===== src/rtl/sts_pkg.sv =====
// ---------------------------------------------------------------------------
// sts_pkg
// Shared types and constants for the sorted table block search.
// ---------------------------------------------------------------------------
`default_nettype none

package sts_pkg;

  localparam int KEY_W     = 37;
  localparam int SHORT_W   = 34;
  localparam int INDEX_W   = 14;
  localparam int CNT_W     = 32;
  localparam int BIU_W     = 8;
  localparam int PADDR_W   = 3;
  localparam int PDATA_W   = 32;
  localparam int REG_IDX_W = 1;

  localparam logic [BIU_W-1:0]     BIU_RESET         = 8'd128;
  localparam logic [REG_IDX_W-1:0] REG_BLOCKS_IN_USE = 1'b0;

  localparam logic OP_LOAD   = 1'b0;
  localparam logic OP_QUERY  = 1'b1;
  localparam logic TBL_SHORT = 1'b0;
  localparam logic TBL_LONG  = 1'b1;

  typedef struct packed {
    logic               operation;
    logic               table_select;
    logic [INDEX_W-1:0] entry_index;
    logic [KEY_W-1:0]   key;
  } in_item_t;

  typedef struct packed {
    logic             found;
    logic [CNT_W-1:0] queries_so_far;
    logic [CNT_W-1:0] hits_so_far;
  } result_t;

  // search outcome from the sequencer
  typedef struct packed {
    logic valid;
    logic found;
  } search_status_t;

endpackage

`default_nettype wire


===== src/rtl/sts_search_ctrl.sv =====
// ---------------------------------------------------------------------------
// sts_search_ctrl
// Jump search sequencer: walks block heads, then, unless a head settles the
// query, scans one block, one table read and one key compare per cycle.
// ---------------------------------------------------------------------------
`default_nettype none

module sts_search_ctrl #(
  parameter int TABLE_ENTRIES = 16384,
  parameter int BLOCK_SIZE    = 128,
  parameter int ADDR_W        = $clog2(TABLE_ENTRIES)
) (
  input  wire logic                       clk,
  input  wire logic                       rst,
  input  wire logic                       start,
  input  wire logic [sts_pkg::KEY_W-1:0]  key,
  input  wire logic [sts_pkg::BIU_W-1:0]  nb,
  output      logic                       rd_en,
  output      logic [ADDR_W-1:0]          rd_addr,
  input  wire logic [sts_pkg::KEY_W-1:0]  rd_data,
  output      logic                       busy,
  output      sts_pkg::search_status_t    status
);
  import sts_pkg::*;

  localparam int MAX_BLOCKS = TABLE_ENTRIES / BLOCK_SIZE;
  localparam int SCAN_W     = $clog2(BLOCK_SIZE);
  localparam logic [SCAN_W-1:0] SCAN_CNT = SCAN_W'(BLOCK_SIZE - 1);
  localparam logic [SCAN_W-1:0] SCAN_ONE = SCAN_W'(1);
  localparam logic [ADDR_W-1:0] BS_ADDR  = ADDR_W'(BLOCK_SIZE);
  localparam logic [ADDR_W-1:0] ADDR_ONE = ADDR_W'(1);

  typedef enum logic [1:0] {
    S_IDLE,
    S_HEAD,
    S_SCAN
  } state_t;

  state_t             state;
  logic [KEY_W-1:0]   key_q;
  logic [BIU_W-1:0]   nb_q;
  logic [ADDR_W-1:0]  head_addr;
  logic [ADDR_W-1:0]  last_addr;
  logic [BIU_W-1:0]   heads_left;
  logic [BIU_W-1:0]   cmp_blk;
  logic [ADDR_W-1:0]  scan_addr;
  logic [SCAN_W-1:0]  scan_left;
  logic [SCAN_W-1:0]  cmp_left;
  logic               pend;

  assign rd_en   = (state == S_HEAD && heads_left != '0) ||
                   (state == S_SCAN && scan_left != '0);
  assign rd_addr = (state == S_SCAN) ? scan_addr : head_addr;
  assign busy    = (state != S_IDLE);

  always_ff @(posedge clk) begin
    if (rst) begin
      state  <= S_IDLE;
      pend   <= 1'b0;
      status <= '0;
    end else begin
      status.valid <= 1'b0;
      pend         <= rd_en;
      if (rd_en && state == S_HEAD) begin
        head_addr  <= head_addr + BS_ADDR;
        last_addr  <= head_addr;
        heads_left <= heads_left - 1'b1;
      end
      if (rd_en && state == S_SCAN) begin
        scan_addr <= scan_addr + ADDR_ONE;
        scan_left <= scan_left - SCAN_ONE;
      end
      case (state)
        S_IDLE: begin
          if (start) begin
            key_q <= key;
            nb_q  <= nb;
            if (MAX_BLOCKS == 0) begin
              status.valid <= 1'b1;
              status.found <= 1'b0;
            end else begin
              state      <= S_HEAD;
              head_addr  <= '0;
              heads_left <= nb;
              cmp_blk    <= '0;
            end
          end
        end
        S_HEAD: begin
          if (pend) begin
            if (key_q < rd_data) begin
              pend <= 1'b0;
              if (cmp_blk == '0) begin
                state        <= S_IDLE;
                status.valid <= 1'b1;
                status.found <= 1'b0;
              end else begin
                state     <= S_SCAN;
                scan_addr <= last_addr - BS_ADDR + ADDR_ONE;
                scan_left <= SCAN_CNT;
                cmp_left  <= SCAN_CNT;
              end
            end else if (key_q == rd_data) begin
              pend         <= 1'b0;
              state        <= S_IDLE;
              status.valid <= 1'b1;
              status.found <= 1'b1;
            end else if (cmp_blk == nb_q - 1'b1) begin
              pend      <= 1'b0;
              state     <= S_SCAN;
              scan_addr <= last_addr + ADDR_ONE;
              scan_left <= SCAN_CNT;
              cmp_left  <= SCAN_CNT;
            end else begin
              cmp_blk <= cmp_blk + 1'b1;
            end
          end
        end
        S_SCAN: begin
          if (pend) begin
            cmp_left <= cmp_left - SCAN_ONE;
            if (rd_data == key_q) begin
              pend         <= 1'b0;
              state        <= S_IDLE;
              status.valid <= 1'b1;
              status.found <= 1'b1;
            end else if (cmp_left == SCAN_ONE) begin
              pend         <= 1'b0;
              state        <= S_IDLE;
              status.valid <= 1'b1;
              status.found <= 1'b0;
            end
          end
        end
        default: begin
          state <= S_IDLE;
        end
      endcase
    end
  end

endmodule

`default_nettype wire

===== config.mk =====
export PLATFORM = sky130hd
export DESIGN_NAME = sts_search_ctrl
export DESIGN_NICKNAME = d
export VERILOG_FILES = /design/src/rtl/sts_pkg.sv /design/src/rtl/sts_search_ctrl.sv
export SDC_FILE = /design/constraint.sdc
export NUM_CORES = 1
export LEC_CHECK = 0
export ABC_CLOCK_PERIOD_IN_PS = 3100
export BUFFER_PORTS_ARGS = -buffer_cell sky130_fd_sc_hd__clkbuf_2
export CORE_ASPECT_RATIO = 0.9
export CORE_MARGIN = 10
export CORE_UTILIZATION = 52
export DETAILED_ROUTE_END_ITERATION = 8
export PLACE_DENSITY = 0.89
export SYNTH_ARGS = -nofsm -noshare
export SYNTH_HDL_FRONTEND = slang
export SYNTH_SLANG_ARGS = --single-unit

===== constraint.sdc =====
create_clock -name clk -period 3.1 [get_ports clk]
set_clock_uncertainty 0.15 [all_clocks]
set_input_delay 0.465 -clock clk [delete_from_list [all_inputs] [get_ports clk]]
set_output_delay 0.465 -clock clk [all_outputs]
set_load 0.01 [all_outputs]

After elaboration in Yosys (flattened, before gate mapping). Index checks and enable logic that the tools add are counted.

Add/subtract/negate cells: 10. Magnitude comparators: 1. Equal/unequal tests: 19. Muxes and demuxes: 60. Bitwise gates (word level): 1. Reductions and logical operators: 18.

Operators with widths (number): $mux W14 (11); $mux W7 (13); $eq A37 B37 Y1 (2); $mux W8 (8); $add A14 B1 Y14 const B (3); $lt A37 B37 Y1 (1); $mux W2 (16); $pmux W8 S2 (1); $sub A8 B1 Y8 const B (2); $add A14 B8 Y14 const B (1); $pmux W7 S2 (1); $reduce_and A7 Y1 (2); $sub A14 B8 Y14 const B (1); $sub A7 B1 Y7 const B (2); $ne A2 B2 Y1 const B (6); $ne A3 B1 Y1 const B (3); $add A8 B1 Y8 const B (1); $eq A8 B8 Y1 (1); $logic_not A8 Y1 (1); $reduce_bool A8 Y1 (1); $eq A7 B1 Y1 const B (1); $mux W1 (7); $reduce_bool A7 Y1 (1); $ne A3 B3 Y1 const B (2); other kinds (16) (21).

Register bits: 122. Input bits: 85. Output and inout port bits: 18. Word-level logic and storage cells: 122.

Logic depth before layout (Yosys ltp). Gate-level depths: netlist of run 1.

Word-level depth: 10. Depth in mapped cells: 11. Depth with buffers taken out: 9.

Worst setup path after synthesis of run 1. Ideal clock, no wire load.

Kind: input to register. Start point: input port rd_data[12] in the netlist's numbering. End point: register cmp_left[0], enable pin. Setup time: 375 ps. Arrival: 2565 ps. Data required time: 2575 ps. Path slack: 10 ps. Stages: 9. Buffers on the path: 1. Path through: inv_1 > ha_1 > a21oi_1 > o21ai_1 > a221o_1 > o31a_1 > or3_1 > buf_2 > a31oi_1.

Word-level cells in the longest chain between the ends: 3. Elaborated cells between the ends (all ways): 6. Those cells by class: 1 x order compare; 4 x eq/ne; 1 x reduce/logical.

RTL lines: start: declaration (line sts_search_ctrl.sv:20) `input wire logic [sts_pkg::KEY_W-1:0] rd_data,`; $lt A37 B37 Y1 / $eq A37 B37 Y1 (equally long branches) (line sts_search_ctrl.sv:91, sts_search_ctrl.sv:103); $ne A3 B3 Y1 (no source line) / $ne A3 B1 Y1 (equally long branches); $reduce_and A7 Y1 (no source line) *; end signal: assignment (line sts_search_ctrl.sv:121) `cmp_left <= cmp_left - SCAN_ONE;`; end: declaration (line sts_search_ctrl.sv:48) `logic [SCAN_W-1:0] cmp_left;`.

Every way passes the cells marked *; elsewhere a longest branch is shown, timed or not. A chain may end at the register's enable or synchronous reset.

Worst setup path in the final report of run 1.
Start point: register heads_left[2]. End point: output port rd_en.

Word-level cells in the longest chain between the ends: 3.

RTL lines: start: declaration (line sts_search_ctrl.sv:44) `logic [BIU_W-1:0] heads_left;`; start signal: assignment (line sts_search_ctrl.sv:67) `heads_left <= heads_left - 1'b1;`; start signal: assignment (line sts_search_ctrl.sv:84) `heads_left <= nb;`; $reduce_bool A8 Y1 (line sts_search_ctrl.sv:51) `assign rd_en = (state == S_HEAD && heads_left != '0) ||`; $logic_and A1 B1 Y1 (line sts_search_ctrl.sv:51); $logic_or A1 B1 Y1 (line sts_search_ctrl.sv:51); end: declaration (line sts_search_ctrl.sv:18) `output logic rd_en,`.

Every way passes these cells.

==> results of run 1 <==
power breakdown:
part           internal, mW  switching (mW)  leakage (nW)  total [mW]
clock                 0.567           0.518         0.131        1.09
sequential             1.86           0.173         0.997        2.03
combinational         0.486           0.661          2.05        1.15
total                  2.91            1.35          3.17        4.26
area by class of cell:
cell class / count / area [um2]
Multi-Input combinational cell: 406 / 2940
Tap cell: 160 / 200
Fill cell: 915 / 4480
Inverter: 61 / 229
Clock inverter: 4 / 25.0
Sequential cell: 108 / 3190
Timing Repair Buffer: 128 / 718
Clock buffer: 12 / 246
sequential cells by signal, summed over array words and instances (netlist names):
name / flops
cmp_left: 7
cmp_blk: 8
heads_left: 8
pend: 1
last_addr: 7
scan_left: 7
scan_addr: 14
key_q: 37
head_addr: 7
state: 2
nb_q: 8
status: 2
cells in the final DEF (no fill, tap or decap), types with 13 or more instances in the layout:
master	instances
edfxtp_1	103
o21ai_0	20
xor2_1	27
nor2_1	35
buf_4	25
nand2_1	50
a21oi_1	26
nand3_1	17
ha_1	53
and2_1	13
inv_1	60
clkbuf_2	102
xnor2_1	21
worst max-delay path, delay by kind of cell, from the launching register on:
kind	cells	cell delay, ns
AO/OA/AOI/OAI	1	0.44
AND/OR/NAND/NOR	2	0.93
flip-flops	1	0.46
buffers and inverters	1	0.16
cells by family (layout without fill, tap and decap cells):
family,Yosys count,count (layout)
flip-flops,108,108
XOR/XNOR,49,49
multiplexers,7,7
buffers and inverters,79,205
adder cells (fa/ha/maj),53,53
AO/OA/AOI/OAI,100,100
AND/OR/NAND/NOR,197,197
stage by stage:
stage | utilization | TNS, ns | cell area [um2] | power (mW)
5_1_grt | 0.628 | 0 | 7550 | 4.46
3_3_place_gp | 0.600 | 0 | 7220 | 3.07
3_5_place_dp | 0.600 | -0.150 | 7220 | 3.16
2_1_floorplan | - | 0 | 6400 | 2.74
4_1_cts | 0.623 | 0 | 7490 | 4.24
6_report | 0.628 | 0 | 7550 | 4.26
repair_timing:
item / CTS / global route
buffers inserted: 0 / 2
hold buffers: 0 / 0
gates resized for setup: 0 / 9
setup endpoints to repair: 0 / 30
layer usage:
metal,track usage,up-vias
met5,0,-
met1,0.202,2459
met3,0.0328,28
met4,0.0719,0
met2,0.333,180
li1,-,2396
synth_stat cells (11+ instances only):
| library cell | count | area share |
|---|---|---|
| nand4_1 | 11 | 0.011 |
| nand2_1 | 50 | 0.029 |
| o21ai_0 | 21 | 0.016 |
| ha_1 | 53 | 0.10 |
| xnor2_1 | 21 | 0.029 |
| nor2_1 | 35 | 0.021 |
| xor2_1 | 27 | 0.037 |
| and3_1 | 11 | 0.011 |
| edfxtp_1 | 103 | 0.48 |
| inv_1 | 60 | 0.035 |
| nand3_1 | 17 | 0.013 |
| a21oi_1 | 26 | 0.020 |
| and2_1 | 14 | 0.014 |
worst max-delay path by stage:
stage / startpoint / end / slack [ns] / cells after the start
floorplan: rd_data[12] / cmp_left[0] / 0.01 / 9
finish: heads_left[2] / rd_en / 0.14 / 4
global placement: rd_data[12] / scan_addr[13] / 0.02 / 11
global route: key_q[20] / scan_addr[10] / 0.01 / 11
CTS: heads_left[2] / rd_en / 0.14 / 4
detailed placement: rd_data[12] / scan_addr[9] / -0.04 / 11
==> qor.csv, run 1 <==
metric;value;unit
status;completed;
Nets;852;
syn_nets;731;
Ys Warns;0;
Critical Path End Type;output port;
Post-Synth Simple-Gate Area;0.162;
Num Clock Sinks;108;
share of layout cells above drive strength 1;0.231;
final worst slack;0.139;ns
post-synthesis sequential area ratio;0.499;
Worst-Margin Slew;0.620;ns
Synth Register Bits;108;
WL met1;6.03;mm
hold path cells;1;
# diodes;0;
post-synthesis adder-cell area fraction;0.104;
Worst-path clk slew;0.07;ns
worst r2r src;key_q[15];
antenna-violating nets left;0;
vias in the first global route;5262;
Lkg Pwr;3.17;nW
Placer Congestion;0.968;
HP Class;in -> reg;
Synth cell types;67;
worst endpoint data arrival time;2.35;ns
critical path cell sequence;or4_4 > o41a_1 > or2_1 > clkbuf_2;
pre-CTS setup slack;-0.0399;ns
Residual DRC;0;
maximum vdd ir drop;0.356;mV
largest family of logic cells by synthesized area;simple AND/OR/NAND/NOR gates;
Pins Over Slew Limit;0;
Via density;5.76;
syn avg cell area;10.8;um2
total gr overflow;0;
Placed Cells;861;
drt wl/cell;17.9;um
FMAX;338;MHz
CTS H-tree lvls;3;
final wirelength;15.7;mm
worst reg2reg path endpoint;scan_addr[11];
Final Setup Violations;0;
Die Y;125;um
Worst Path Class, Setup;reg -> out;
Mapped Area;6400;um2
Synth Area in Compound Gates;0.105;
crit-path max FO;5;
antenna violations before repair;0;
Post-synth EDFFs;103;
worst-case clock buffer depth;2;
CTS Buf Count;9;
Primary FF master, synth;edfxtp_1;
fin crit period;2.96;ns
final hold slack;0.129;ns
worst rel slew slack;0.583;
Worst R2R Setup Slack;0.18;ns
post-synthesis xor/xnor area fraction;0.0682;
Final HPWL DP;12.0;mm
largest net degree at the start of global routing;40;
ys async rst share;0;
required time of the critical path;2.48;ns
global-route wire length before repair;25.3;mm
vias;5063;
initial core utilization;0.532;
core area;12000;um2
final hold viol count;0;
Startpoint Class;flip-flop;
Post-Synthesis Cells;593;
# rows;38;
CP peak stage delay;0.58;ns
worst-case reg-to-reg path depth;10;
part of the cycle the worst path needs;0.955;
Global Route Usage Sum;0.182;
met2 wire length;8.47;mm
die area;17200;um2
CTS tree;done;
HP Start;key[19];
routed wl met3;886;um
max_cap viols;0;
Initial DRT Pass Iterations;5;
Initial DRC Count;531;
PwrDens;564;nW/um2
multiplexer share of the synthesized area;0.0123;
RSZ-0062 raised after global routing;false;
WHS Endpoint;key_q[19];
clk_lat worst skew;0.36;ns
Max stage delay cell, worst path;or4_4;
Final Non-Filler Cells;879;
I/O Buffers;102;
I/O pin count;103;
die width;137;um
Highest Signal Layer;met4;
Area Growth Syn to Fin;18.0;%
Clock Tree Root;clkbuf_16;
Note: power is estimated with default switching activity, not from simulation.
==> run 2, diff against run 1 <==
--- a/config.mk
+++ b/config.mk
@@ -11,7 +11,9 @@
 export CORE_MARGIN = 10
 export CORE_UTILIZATION = 52
 export DETAILED_ROUTE_END_ITERATION = 8
+export GPL_TIMING_DRIVEN = 0
 export PLACE_DENSITY = 0.89
+export SETUP_SLACK_MARGIN = 0.5
 export SYNTH_ARGS = -nofsm -noshare
 export SYNTH_HDL_FRONTEND = slang
 export SYNTH_SLANG_ARGS = --single-unit
==> qor.csv, run 2 (synthesis gave the netlist of run 1 again) <==
metric;value;unit
required time of the critical path;3.15;ns
area occupied by multi-input gates;3350;um2
worst rel slew slack;0.421;
switching pwr;1.47;mW
Placed Area;7280;um2
final instance area;8190;um2
worst reg2reg path endpoint;scan_addr[9];
largest net degree at the start of global routing;46;
most common cell after layout, fill and taps aside;edfxtp_1;
worst r2r src;key_q[34];
final wirelength;17.3;mm
vias in the first global route;5306;
Initial DRT Pass Iterations;6;
core area;12000;um2
Final Non-Filler Cells;898;
Global Route Usage Sum;0.191;
drt wl/cell;19.3;um
# fillers;786;
share of layout cells above drive strength 1;0.322;
Num Clock Sinks;108;
vias;5255;
Nets;873;
worst endpoint data arrival time;3.22;ns
antenna violations before repair;0;
Residual DRC;0;
Placer Congestion;0.900;
fin crit period;3.17;ns
HP Start;key[4];
Worst R2R Setup Slack;-0.07;ns
part of the cycle the worst path needs;1.02;
global-route wire length before repair;26.3;mm
Clock Power Share;0.264;
die area;17200;um2
FMAX;315;MHz
Worst-path clk slew;0.07;ns
CTS tree;done;
Die Y;125;um
Worst-Margin Slew;0.867;ns
biggest regs;key_q x37, scan_addr x14;
Final HPWL DP;11.7;mm
crit-path max FO;5;
highest-count cells in the layout ignoring fill and taps;edfxtp_1, clkbuf_2, inv_1;
maximum vdd ir drop;0.529;mV
Max stage delay cell, worst path;a2111oi_0;
final worst slack;-0.0748;ns
I/O pin count;103;
Biggest register;key_q;
PwrDens;565;nW/um2
Seq pwr share;0.440;
# diodes;0;
die width;137;um
critical path cell sequence;ha_1 > and4_2 > and4_4 > o211ai_1 > nand4_1 > buf_4 > buf_6 > buf_6 > a2111oi_0 > a21oi_1 > o22ai_4;
Logic pwr share;0.297;
I/O Buffers;102;
Area Growth Syn to Fin;27.9;%
initial core utilization;0.532;
CTS H-tree lvls;3;
WHS Endpoint;key_q[4];
internal power;3.16;mW
Critical Path End Type;flip-flop;
Pins Over Slew Limit;0;
Placed Cells;855;
final hold viol count;0;
CTS Buf Count;9;
Final Setup Violations;1;
Worst path top cell family by delay;compound AO/OA/AOI/OAI gates;
hold path cells;1;
Initial DRC Count;402;
status;finished, violations left;
Via density;5.85;
Switching Share;0.318;
# rows;38;
clk_lat worst skew;0.36;ns
Storage cell area;3190;um2
failing checks;setup timing;
worst-case reg-to-reg path depth;11;
HP Class;in -> reg;
pre-CTS setup slack;-0.303;ns
Worst Path Class, Setup;reg -> reg;
setup TNS;-0.0748;ns
total gr overflow;0;
antenna-violating nets left;0;
worst-case clock buffer depth;2;
most used cell, CP;buf_6;
Lkg Pwr;3.33;nW
max_cap viols;0;
Startpoint Class;flip-flop;
Largest register FFs;37;
sum of buffers and inverters on the critical path;3;
Clock Tree Root;clkbuf_16;
CP peak stage delay;0.61;ns
RSZ-0062 raised after global routing;true;
## run 2: cell count changes in the layout (fill, tap and decap cells not counted), sizes merged
cell	before	now
buf	26	38
clkbuf	114	121
bufinv	0	2
clkinv	3	2
inv	61	60
## run 2: final cells by class
cell class	instances	share of cell area
clock inverter	4	0.00932
tap	160	0.0244
timing repair buffer	131	0.0941
clock buffer	10	0.0280
inverter	61	0.0295
multi-input combinational	406	0.409
buffer	18	0.0160
sequential	108	0.390
## run 2: repair_timing
| item | 4_1_cts | 5_1_grt |
|---|---|---|
| setup buffers | 20 | 8 |
| hold buffers | 0 | 0 |
| gates cloned | 1 | 0 |
| resized for setup | 52 | 43 |
| pin swaps | 29 | 29 |
| setup endpoints to repair | 63 | 116 |
## run 2: stage by stage
step | hold slack [ns] | utilization | power, mW
floorplan | 0.318 | - | 2.77
global placement | 0.357 | 0.606 | 3.06
detailed placement | 0.366 | 0.606 | 3.15
CTS | 0.121 | 0.659 | 4.51
global route | 0.116 | 0.681 | 4.83
finish | 0.129 | 0.681 | 4.63
## run 2: power groups by stage
| stage | Clock (mW) | Combinational (mW) | Sequential (mW) |
|---|---|---|---|
| 6_report | 1.22 | 1.37 | 2.03 |
| 5_1_grt | 1.28 | 1.49 | 2.05 |
| 4_1_cts | 1.24 | 1.25 | 2.02 |
| 3_5_place_dp | 0 | 1.09 | 2.06 |
| 3_3_place_gp | 0 | 1.03 | 2.04 |
| 2_1_floorplan | 0 | 0.773 | 2.00 |
## run 2: worst max-delay path by stage
stage	end	depth (start not counted)	slack [ns]	start
detailed placement	cmp_blk[4]	11	-0.30	rd_data[18]
CTS	scan_addr[8]	10	0.08	key_q[12]
finish	scan_addr[9]	11	-0.07	key_q[34]
floorplan	scan_addr[8]	11	0.24	rd_data[18]
global route	scan_addr[9]	11	-0.25	key_q[34]
global placement	cmp_blk[2]	11	-0.26	rd_data[18]
## run 2: layer usage
metal  part of all wire  vias up  track usage
met2               0.53      217        0.338
met4              0.033        0       0.0805
li1                   -     2447            -
met5                  0        -            0
met3              0.062       54       0.0468
met1               0.38     2537        0.212
==> run 3, diff against run 2 <==
--- a/config.mk
+++ b/config.mk
@@ -13,6 +13,7 @@
 export DETAILED_ROUTE_END_ITERATION = 8
 export GPL_TIMING_DRIVEN = 0
 export PLACE_DENSITY = 0.89
+export RECOVER_POWER = 25
 export SETUP_SLACK_MARGIN = 0.5
 export SYNTH_ARGS = -nofsm -noshare
 export SYNTH_HDL_FRONTEND = slang
==> qor.csv, run 3 (synthesis gave the netlist of run 1 again) <==
metric;value;unit
global-route wire length before repair;26.3;mm
Area Growth Syn to Fin;27.6;%
largest net degree at the start of global routing;46;
Die Y;125;um
Num Clock Sinks;108;
antenna-violating nets left;0;
final wirelength;17.4;mm
highest-count cells in the layout ignoring fill and taps;edfxtp_1, clkbuf_2, inv_1;
Residual DRC;0;
Biggest register;key_q;
die width;137;um
internal power;3.16;mW
Pins Over Slew Limit;41;
CTS H-tree lvls;3;
biggest regs;key_q x37, scan_addr x14;
Worst-Margin Slew;1.56;ns
Initial DRT Pass Iterations;5;
worst endpoint data arrival time;3.22;ns
# diodes;0;
HP Start;key[23];
Clock Tree Root;clkbuf_16;
part of the cycle the worst path needs;1.02;
vias;5281;
Worst Path Class, Setup;reg -> reg;
antenna violations before repair;0;
sum of buffers and inverters on the critical path;3;
die area;17200;um2
max_cap viols;1;
drt wl/cell;19.4;um
Critical Path End Type;flip-flop;
Largest register FFs;37;
Logic pwr share;0.296;
maximum vdd ir drop;0.529;mV
Switching Share;0.318;
Final Non-Filler Cells;898;
hold_buf cts;0;
worst r2r src;key_q[24];
CTS tree;done;
I/O pin count;103;
most used cell, CP;buf_6;
Via density;5.88;
Placed Cells;855;
I/O Buffers;102;
Global Route Usage Sum;0.191;
required time of the critical path;3.15;ns
Lkg Pwr;3.29;nW
fin crit period;3.17;ns
Nets;873;
Final Setup Violations;1;
final hold viol count;0;
worst rel slew slack;-0.0410;
Worst path top cell family by delay;compound AO/OA/AOI/OAI gates;
# rows;38;
FMAX;315;MHz
Seq pwr share;0.440;
Max stage delay cell, worst path;a2111oi_0;
CTS Buf Count;9;
Placer Congestion;0.900;
Clock Power Share;0.264;
crit-path max FO;5;
switching pwr;1.48;mW
Startpoint Class;flip-flop;
total gr overflow;0;
Critical Path Start;key_q[24];
final worst slack;-0.0722;ns
Pwr Total;4.63;mW
HP Class;in -> reg;
share of layout cells above drive strength 1;0.302;
most common cell after layout, fill and taps aside;edfxtp_1;
Final HPWL DP;11.7;mm
Worst-path clk slew;0.07;ns
clk_lat worst skew;0.36;ns
PwrDens;567;nW/um2
worst-case clock buffer depth;2;
initial core utilization;0.532;
fin util;0.679;
Initial DRC Count;410;
final hold slack;0.128;ns
vias in the first global route;5306;
status;finished, violations left;
critical path cell sequence;ha_1 > and4_1 > and4_4 > o211ai_1 > nand4_1 > buf_4 > buf_6 > buf_6 > a2111oi_0 > a21oi_1 > o22ai_4;
CP peak stage delay;0.59;ns
core area;12000;um2
failing checks;capacitance limit, slew limit, setup timing;
RSZ-0062 raised after global routing;true;
[run 3: area by class of cell]
cell class	instances	area, um2
repair buffers	131	753
flip-flops and latches	108	3190
clock buffers	10	229
inverters	61	241
multi-input cells	406	3350
plain buffers	18	131
clock inverters	4	76.3
well taps	160	200
fillers	798	3860
[run 3: power by group through the flow]
stage / combinational [mW] / clock [mW] / sequential [mW]
after floorplan: 0.773 / 0 / 2.00
after global placement: 1.03 / 0 / 2.04
after detailed placement: 1.09 / 0 / 2.06
after CTS: 1.25 / 1.24 / 2.02
after global routing: 1.49 / 1.28 / 2.05
final: 1.37 / 1.22 / 2.04
[run 3: through the flow]
step / instance area (um2) / setup TNS, ns / setup slack [ns]
6_report: 8170 / -0.0722 / -0.0722
5_1_grt: 8170 / -0.900 / -0.250
4_1_cts: 7930 / 0 / 0.0843
3_5_place_dp: 7280 / -3.79 / -0.303
3_3_place_gp: 7280 / -14.04 / -0.263
2_1_floorplan: 6570 / 0 / 0.239
[run 3: worst reg2reg max path: cells and delay by family (launching register included)]
kind	cells	cell delay, ns
AO/OA/AOI/OAI	4	1.08
adder cells (fa/ha/maj)	1	0.33
flip-flops	1	0.38
buffers and inverters	3	0.43
AND/OR/NAND/NOR	3	0.64
[run 3: worst paths after layout]
check / depth (start not counted) / slack, ns / end
worst min register to register: 0 / 0.39 / last_addr[13]
worst min-delay path: 1 / 0.13 / key_q[23]
worst max-delay path: 11 / -0.07 / scan_addr[9]
worst max register to register: 11 / -0.07 / scan_addr[9]
[run 3: routing by layer]
metal / track usage / up-vias / wire length (um)
met2: 0.338 / 247 / 9200
li1: - / 2440 / -
met4: 0.0805 / 0 / 561
met5: 0 / - / 0
met3: 0.0468 / 54 / 1180
met1: 0.212 / 2540 / 6450
[run 3: repair_timing]
action                                  CTS  global route
pin swaps                                29            29
gates cloned                              1             0
hold endpoints to repair                  0             0
endpoints found under the setup margin   63           116
setup buffers                            20             8
gates resized for setup                  52            43
